===== src/owbm_pkg.sv =====
// Package with the shared types and constants of the one-wire bus master.
`default_nettype none
package owbm_pkg;

	typedef enum logic [2:0] {
		PH_IDLE     = 3'd0,
		PH_RST_LOW  = 3'd1,
		PH_RST_WAIT = 3'd2,
		PH_RST_TAIL = 3'd3,
		PH_WRITE    = 3'd4,
		PH_READ     = 3'd5
	} phase_t;

	typedef enum logic [1:0] {
		OP_TICK  = 2'd0,
		OP_RESET = 2'd1,
		OP_WRITE = 2'd2,
		OP_READ  = 2'd3
	} opcode_t;

	typedef enum logic [2:0] {
		REG_RESET_LOW  = 3'd0,
		REG_PRES_SAMP  = 3'd1,
		REG_RESET_TAIL = 3'd2,
		REG_SLOT       = 3'd3,
		REG_WR1_LOW    = 3'd4,
		REG_RD_LOW     = 3'd5,
		REG_RD_SAMPLE  = 3'd6
	} reg_idx_t;

	localparam int unsigned CFG_W = 10;
	localparam int unsigned CNT_W = 10;

	localparam logic [9:0] RESET_LOW_INIT  = 10'd500;
	localparam logic [9:0] PRES_SAMP_INIT  = 10'd50;
	localparam logic [9:0] RESET_TAIL_INIT = 10'd430;
	localparam logic [7:0] SLOT_INIT       = 8'd60;
	localparam logic [7:0] WR1_LOW_INIT    = 8'd1;
	localparam logic [7:0] RD_LOW_INIT     = 8'd2;
	localparam logic [7:0] RD_SAMPLE_INIT  = 8'd12;

	typedef struct packed {
		logic [9:0] reset_low_us;
		logic [9:0] presence_sample_us;
		logic [9:0] reset_tail_us;
		logic [7:0] slot_us;
		logic [7:0] write_one_low_us;
		logic [7:0] read_low_us;
		logic [7:0] read_sample_us;
	} cfg_t;

	typedef struct packed {
		phase_t           phase;
		logic [CNT_W-1:0] micro_count;
		logic [2:0]       bit_index;
		logic [7:0]       shift_byte;
		logic             presence_flag;
		logic [7:0]       last_read;
	} state_t;

	typedef struct packed {
		logic       rejected;
		logic       presence;
		logic [7:0] read_data;
		logic       done_res;
		logic       busy_res;
		logic       drive_low;
	} result_t;

endpackage
`default_nettype wire


===== src/owbm_step.sv =====
// Next-state and result logic for one request of the one-wire bus master.
`default_nettype none
module owbm_step (
	input  owbm_pkg::cfg_t    cfg,
	input  owbm_pkg::state_t  cur,
	input  owbm_pkg::opcode_t opcode,
	input  logic [7:0]        data_byte,
	input  logic              line_level,
	output owbm_pkg::state_t  nxt,
	output owbm_pkg::result_t res
);

	logic [owbm_pkg::CNT_W-1:0] cnt_inc;
	logic [7:0]                 slot_len;
	logic [7:0]                 samp_raw;
	logic [7:0]                 samp;
	logic                       slot_end;
	logic                       last_bit;
	logic [7:0]                 low_time;
	logic                       rej;
	logic                       done;

	assign cnt_inc  = cur.micro_count + 10'd1;
	assign slot_len = (cfg.slot_us == 8'd0) ? 8'd1 : cfg.slot_us;
	assign samp_raw = (cfg.read_sample_us == 8'd0) ? 8'd1 : cfg.read_sample_us;
	assign samp     = (samp_raw > slot_len) ? slot_len : samp_raw;
	assign slot_end = cnt_inc >= {2'b00, slot_len};
	assign last_bit = cur.bit_index == 3'd7;

	always_comb begin
		nxt  = cur;
		rej  = 1'b0;
		done = 1'b0;
		if (opcode != owbm_pkg::OP_TICK) begin
			if (cur.phase != owbm_pkg::PH_IDLE) begin
				// A running sequence goes on untouched.
				rej = 1'b1;
			end else begin
				nxt.micro_count = '0;
				nxt.bit_index   = 3'd0;
				unique case (opcode)
					owbm_pkg::OP_RESET: begin
						nxt.phase         = owbm_pkg::PH_RST_LOW;
						nxt.presence_flag = 1'b0;
					end
					owbm_pkg::OP_WRITE: begin
						nxt.phase      = owbm_pkg::PH_WRITE;
						nxt.shift_byte = data_byte;
					end
					default: begin
						nxt.phase      = owbm_pkg::PH_READ;
						nxt.shift_byte = 8'd0;
					end
				endcase
			end
		end else begin
			unique case (cur.phase)
				owbm_pkg::PH_IDLE: ;
				owbm_pkg::PH_RST_LOW: begin
					nxt.micro_count = cnt_inc;
					if (cnt_inc >= cfg.reset_low_us) begin
						nxt.phase       = owbm_pkg::PH_RST_WAIT;
						nxt.micro_count = '0;
					end
				end
				owbm_pkg::PH_RST_WAIT: begin
					nxt.micro_count = cnt_inc;
					if (cnt_inc >= cfg.presence_sample_us) begin
						nxt.presence_flag = ~line_level;
						nxt.micro_count   = '0;
						if (cfg.reset_tail_us == 10'd0) begin
							nxt.phase = owbm_pkg::PH_IDLE;
							done      = 1'b1;
						end else begin
							nxt.phase = owbm_pkg::PH_RST_TAIL;
						end
					end
				end
				owbm_pkg::PH_RST_TAIL: begin
					nxt.micro_count = cnt_inc;
					if (cnt_inc >= cfg.reset_tail_us) begin
						nxt.phase       = owbm_pkg::PH_IDLE;
						nxt.micro_count = '0;
						done            = 1'b1;
					end
				end
				owbm_pkg::PH_WRITE: begin
					nxt.micro_count = cnt_inc;
					if (slot_end) begin
						nxt.shift_byte  = {1'b0, cur.shift_byte[7:1]};
						nxt.micro_count = '0;
						if (last_bit) begin
							nxt.phase     = owbm_pkg::PH_IDLE;
							nxt.bit_index = 3'd0;
							done          = 1'b1;
						end else begin
							nxt.bit_index = cur.bit_index + 3'd1;
						end
					end
				end
				owbm_pkg::PH_READ: begin
					nxt.micro_count = cnt_inc;
					if (cnt_inc == {2'b00, samp}) begin
						nxt.shift_byte = {line_level, cur.shift_byte[7:1]};
					end
					if (slot_end) begin
						nxt.micro_count = '0;
						if (last_bit) begin
							nxt.phase     = owbm_pkg::PH_IDLE;
							nxt.bit_index = 3'd0;
							nxt.last_read = nxt.shift_byte;
							done          = 1'b1;
						end else begin
							nxt.bit_index = cur.bit_index + 3'd1;
						end
					end
				end
				default: begin
					nxt.phase       = owbm_pkg::PH_IDLE;
					nxt.micro_count = '0;
				end
			endcase
		end
	end

	// Low time of the slot now running, taken from the updated state.
	always_comb begin
		case (nxt.phase)
			owbm_pkg::PH_WRITE: low_time = nxt.shift_byte[0] ? cfg.write_one_low_us : slot_len;
			owbm_pkg::PH_READ:  low_time = cfg.read_low_us;
			default:            low_time = 8'd0;
		endcase
	end

	always_comb begin
		res.drive_low = (nxt.phase == owbm_pkg::PH_RST_LOW) ||
			(((nxt.phase == owbm_pkg::PH_WRITE) || (nxt.phase == owbm_pkg::PH_READ)) &&
			(nxt.micro_count < {2'b00, low_time}));
		res.busy_res  = nxt.phase != owbm_pkg::PH_IDLE;
		res.done_res  = done;
		res.read_data = nxt.last_read;
		res.presence  = nxt.presence_flag;
		res.rejected  = rej;
	end

endmodule
`default_nettype wire


===== src/one_wire_bus_master.sv =====
// Top level of the one-wire bus master: configuration, state and result register.
`default_nettype none
// One-wire bus master timed in microsecond ticks. Each request on the slave
// stream is either a tick (tuser zero), which carries the sampled bus level and
// advances the slot timing, or a command: a reset with presence detect, an
// LSB-first byte write, or an LSB-first byte read. Every request gives exactly
// one result on the master stream with the open-drain drive for the next
// microsecond, the busy and done flags, the last byte read, the presence flag
// and a flag for a command that was dropped because a sequence was running.
// A request is taken whenever the result register is free: all its work is a
// counter step and a few compares between the state registers and the result
// register, so the rate is one request per clock while the sink keeps up, and
// the result shows in the cycle after acceptance. The result register is the
// only stage; a new request is taken while it is empty or while its contents
// are being taken in the same cycle. Timing registers are written through the
// cfg port and should be changed only while the bus master is idle.
module one_wire_bus_master (
	input  logic        clk,
	input  logic        arst_n,
	input  logic        s_tvalid,
	output logic        s_tready,
	input  logic [15:0] s_tdata,   // [7:0] data_byte, [8] line_level, rest zero
	input  logic [1:0]  s_tuser,   // [1:0] opcode
	output logic        m_tvalid,
	input  logic        m_tready,
	output logic [15:0] m_tdata,   // [0] drive_low, [1] busy_res, [2] done_res,
	                               // [10:3] read_data, [11] presence, [12] rejected
	input  logic        cfg_we,
	input  logic [2:0]  cfg_idx,
	input  logic [owbm_pkg::CFG_W-1:0] cfg_wdata
);

	owbm_pkg::cfg_t    cfg_q;
	owbm_pkg::state_t  state_q;
	owbm_pkg::state_t  state_nxt;
	owbm_pkg::result_t res;
	owbm_pkg::result_t res_q;
	logic              out_valid_q;
	logic              accept;

	assign s_tready = ~out_valid_q | m_tready;
	assign accept   = s_tvalid & s_tready;

	// Register writes; an index past the last register is ignored.
	always_ff @(posedge clk or negedge arst_n) begin
		if (!arst_n) begin
			cfg_q.reset_low_us       <= owbm_pkg::RESET_LOW_INIT;
			cfg_q.presence_sample_us <= owbm_pkg::PRES_SAMP_INIT;
			cfg_q.reset_tail_us      <= owbm_pkg::RESET_TAIL_INIT;
			cfg_q.slot_us            <= owbm_pkg::SLOT_INIT;
			cfg_q.write_one_low_us   <= owbm_pkg::WR1_LOW_INIT;
			cfg_q.read_low_us        <= owbm_pkg::RD_LOW_INIT;
			cfg_q.read_sample_us     <= owbm_pkg::RD_SAMPLE_INIT;
		end else if (cfg_we) begin
			unique case (cfg_idx)
				owbm_pkg::REG_RESET_LOW:  cfg_q.reset_low_us       <= cfg_wdata;
				owbm_pkg::REG_PRES_SAMP:  cfg_q.presence_sample_us <= cfg_wdata;
				owbm_pkg::REG_RESET_TAIL: cfg_q.reset_tail_us      <= cfg_wdata;
				owbm_pkg::REG_SLOT:       cfg_q.slot_us            <= cfg_wdata[7:0];
				owbm_pkg::REG_WR1_LOW:    cfg_q.write_one_low_us   <= cfg_wdata[7:0];
				owbm_pkg::REG_RD_LOW:     cfg_q.read_low_us        <= cfg_wdata[7:0];
				owbm_pkg::REG_RD_SAMPLE:  cfg_q.read_sample_us     <= cfg_wdata[7:0];
				default: ;
			endcase
		end
	end

	owbm_step u_step (
		.cfg        (cfg_q),
		.cur        (state_q),
		.opcode     (owbm_pkg::opcode_t'(s_tuser)),
		.data_byte  (s_tdata[7:0]),
		.line_level (s_tdata[8]),
		.nxt        (state_nxt),
		.res        (res)
	);

	// Sequence state moves only when a request is taken.
	always_ff @(posedge clk or negedge arst_n) begin
		if (!arst_n) begin
			state_q.phase         <= owbm_pkg::PH_IDLE;
			state_q.micro_count   <= '0;
			state_q.bit_index     <= 3'd0;
			state_q.shift_byte    <= 8'd0;
			state_q.presence_flag <= 1'b0;
			state_q.last_read     <= 8'd0;
		end else if (accept) begin
			state_q <= state_nxt;
		end
	end

	always_ff @(posedge clk or negedge arst_n) begin
		if (!arst_n) begin
			out_valid_q <= 1'b0;
		end else if (accept) begin
			out_valid_q <= 1'b1;
		end else if (m_tready) begin
			out_valid_q <= 1'b0;
		end
	end

	always_ff @(posedge clk) begin
		if (accept) begin
			res_q <= res;
		end
	end

	assign m_tvalid = out_valid_q;
	assign m_tdata  = {3'b000, res_q};

endmodule
`default_nettype wire


===== config.mk =====
export PLATFORM = sky130hd
export DESIGN_NAME = one_wire_bus_master
export DESIGN_NICKNAME = d
export VERILOG_FILES = /design/src/owbm_pkg.sv /design/src/owbm_step.sv /design/src/one_wire_bus_master.sv
export SDC_FILE = /design/constraint.sdc
export NUM_CORES = 1
export LEC_CHECK = 0
export ABC_AREA = 1
export BUFFER_PORTS_ARGS = -buffer_cell sky130_fd_sc_hd__buf_2
export CAP_MARGIN = 20
export CORE_MARGIN = 4
export CORE_UTILIZATION = 50
export CTS_CLUSTER_DIAMETER = 120
export DETAILED_ROUTE_END_ITERATION = 8
export PLACE_DENSITY = 0.68
export SKIP_LAST_GASP = 1
export SLEW_MARGIN = 20
export SYNTH_ARGS = -nofsm -noshare
export SYNTH_HDL_FRONTEND = slang
export SYNTH_SLANG_ARGS = --single-unit

===== constraint.sdc =====
create_clock -name clk -period 4.5 [get_ports clk]
set_input_delay 0.9 -clock clk [delete_from_list [all_inputs] [get_ports clk]]
set_output_delay 0.9 -clock clk [all_outputs]
set_load 0.05 [all_outputs]

==> impl_metrics.toml <==
[run_status]
status = "finished clean"

[synthesis]
netlist_area_um2 = 7170
ys_top_cells_by_area = "dfrtp_1, nand2_1, ha_1"
ys_seq_area_share_pct = 39.4
synth_top_cell_by_area = "dfrtp_1"
async_reset_ff_share_pct = 88.1
synth_cell_types = 49
synth_most_common_cell = "nand2_1"
synth_ff_type = "dfrtp_1"
synth_top_area_share_pct = 25.5
synthTopCellsByCount = "nand2_1, inv_1, o21ai_0"
synth-seq-cells = 109
avgSynthCellArea_um2 = 7.73
synth_edf_count = 13
yosys_warnings = 0
netlist_instances = 927

[detailed_routing]
first_iter_violations = 404
vias = 6232
dr.pass1.iters = 5
post-route-drc-count = 0
drt_wl_total_um = 17900
vias_per_cell = 5.31
wl_per_cell_um = 15.2
final_antenna_net_count = 0

[timing]
slew_violations = 0
rsz0062_at_grt = "yes"
fin_crit_sh_pct = 96.2
relSlewSlack_pct = 29.6
fin_skew_ns = 0.00797
period_needed_ns = 4.33
max_freq_ghz = 0.231
worst_pin_slew_ns = 1.05
layout_setup_ws_ns = 0.170
setup_viol = 0
hold_violations = 0

[global_route]
grt_overflow_total = 0
antenna_found_initial = 0
track_usage_pct = 22.2
grt_max_degree = 71
grt_pass1_vias = 5837
grt_pass1_wl_um = 29100

[critical_path]
startpoint = "state_q[20]$_DFFE_PN0P_"
cp_slowest_cell = "dfrtp_1"
startpoint_type = "flip-flop"
crit_family = "simple AND/OR/NAND/NOR gates"
cp_max_fo = 6
crit_required_ns = 4.62
cpMostUsedCell = "nor2_1"
critical_path_arrival_ns = 4.45
crit_type = "flip-flop to flip-flop"
max_stage_delay_ns = 0.39
r2r_start = "state_q[20]$_DFFE_PN0P_"
end_kind = "flip-flop"
crit_buf_inv = 4

[clocking]
cts_inserted_buffers = 9
hold_buffers = 0
htree_num_levels = 3
cts_tree = "yes"
clk_path_buf_depth = 2
cts_sinks = 109
cts_root_buffer = "clkbuf_16"
cts.clk_slew.worst_paths_ns = 0.08
clkLatencyLatePin_ns = 0.36

[placement]
pre_cts_ws_ns = 0.0715
gp_congestion = 0.908
port_buffers = 43
dp_hpwl_um = 13500

[floorplanning]
initial_core_util_pct = 51.3
die_h_um = 128
dieArea_um2 = 16300
die_w_um = 128
pin_count = 54
core_area_um2 = 14000
rows = 43

[pwr]
total_power_w = 0.00422
leakagePower_nw = 4.00
irDropWorstVdd_mv = 0.359
powerDensity_nw_per_um2 = 511

[run]
drv_cap = 0

[layout]
n_antenna_cell = 0
drive_above_1_share_pct = 20.6
fin_util_pct = 59.0
area_delta_synth_final_pct = 15.1
nets = 1084

[hold_path]
hold_start = "cfg_q[20]$_DFFE_PN0P_"
hold_class = "flip-flop to flip-flop"
where the power goes:
part	switching [W]	total (W)	internal, W
clock	0.000392	0.000812	0.000420
sequential	0.000142	0.00137	0.00123
combinational	0.00128	0.00203	0.000756
total	0.00181	0.00422	0.00241
sequential cells by signal, summed over array words and instances, names as in the netlist:
name	cells
cfg_q	62
m_tdata	13
m_tvalid	1
state_q	33
stage by stage:
| step | setup TNS (ns) | cells | instance area, um^2 | hold slack, ns |
|---|---|---|---|---|
| floorplan | 0 | 929 | 7180 | 0.448 |
| finish | 0 | 1173 | 8250 | 0.487 |
| global placement | 0 | 1148 | 7670 | 0.463 |
| CTS | 0 | 1164 | 7970 | 0.488 |
| detailed placement | 0 | 1148 | 7670 | 0.468 |
| global route | -0.155 | 1173 | 8250 | 0.511 |
layout by cell type, fill, tap and decap left out, drive strengths merged, types with 2 or more instances in the layout:
cell	instances
a211oi	3
a21oi	32
a22oi	7
buf	83
clkbuf	10
clkinv	2
conb	3
dfrtp	73
dfstp	23
edfxtp	13
ha	60
inv	141
nand2	247
nand3	36
nand4	11
nor2	71
nor3	3
o2111ai	3
o211ai	8
o21a	5
o21ai	117
o221ai	2
o22ai	21
o31ai	2
o32ai	6
xor2	4
cell families (layout without fill, tap and decap cells):
group / count (synthesis) / in the layout / synth area share, %
flops: 109 / 109 / 39.4
simple gates: 370 / 370 / 22.8
fa+ha+maj: 60 / 60 / 10.5
compound gates: 210 / 210 / 16.9
other cells: 1 / 3 / 0.0523
xor+xnor: 4 / 4 / 0.593
buf+inv: 173 / 237 / 9.76
per-layer routing:
| layer | part of all wire [%] | vias up | global-route usage, % |
|---|---|---|---|
| met1 | 47 | 2872 | 30.9 |
| met4 | 1.7 | 0 | 6.74 |
| li1 | - | 3171 | - |
| met3 | 4.6 | 25 | 3.92 |
| met2 | 47 | 164 | 35.4 |
| met5 | 0 | - | 0 |
layout make-up:
type | instances | area, um^2
clock buffers | 10 | 250
clock inverters | 6 | 51.3
fillers | 1327 | 5740
inverters | 138 | 522
multi-input cells | 647 | 3860
flip-flops and latches | 109 | 2820
well taps | 180 | 225
repair buffers | 83 | 522
repair_timing:
action | CTS | global route
endpoints found under the hold margin | 0 | 0
endpoints found under the setup margin | 0 | 1
gates resized for setup | 0 | 58
buffers inserted | 0 | 9
tightest hold or removal path, stage by stage (launching register included):
cell and delay [ns]:
dfrtp_1 0.35, nand2_1 0.05, o21ai_0 0.06
worst paths after layout:
path,end,slack [ns],cells past startpoint
max,m_tdata[0]$_DFFE_PP_,0.17,28
min,cfg_q[20]$_DFFE_PN0P_,0.49,2
max reg2reg,m_tdata[0]$_DFFE_PP_,0.17,28
min reg2reg,cfg_q[20]$_DFFE_PN0P_,0.49,2
max in group asynchronous,state_q[10]$_DFFE_PN0P_,2.95,2
min in group asynchronous,cfg_q[41]$_DFFE_PN0P_,0.65,1
Power figures use the tool's default switching activity.
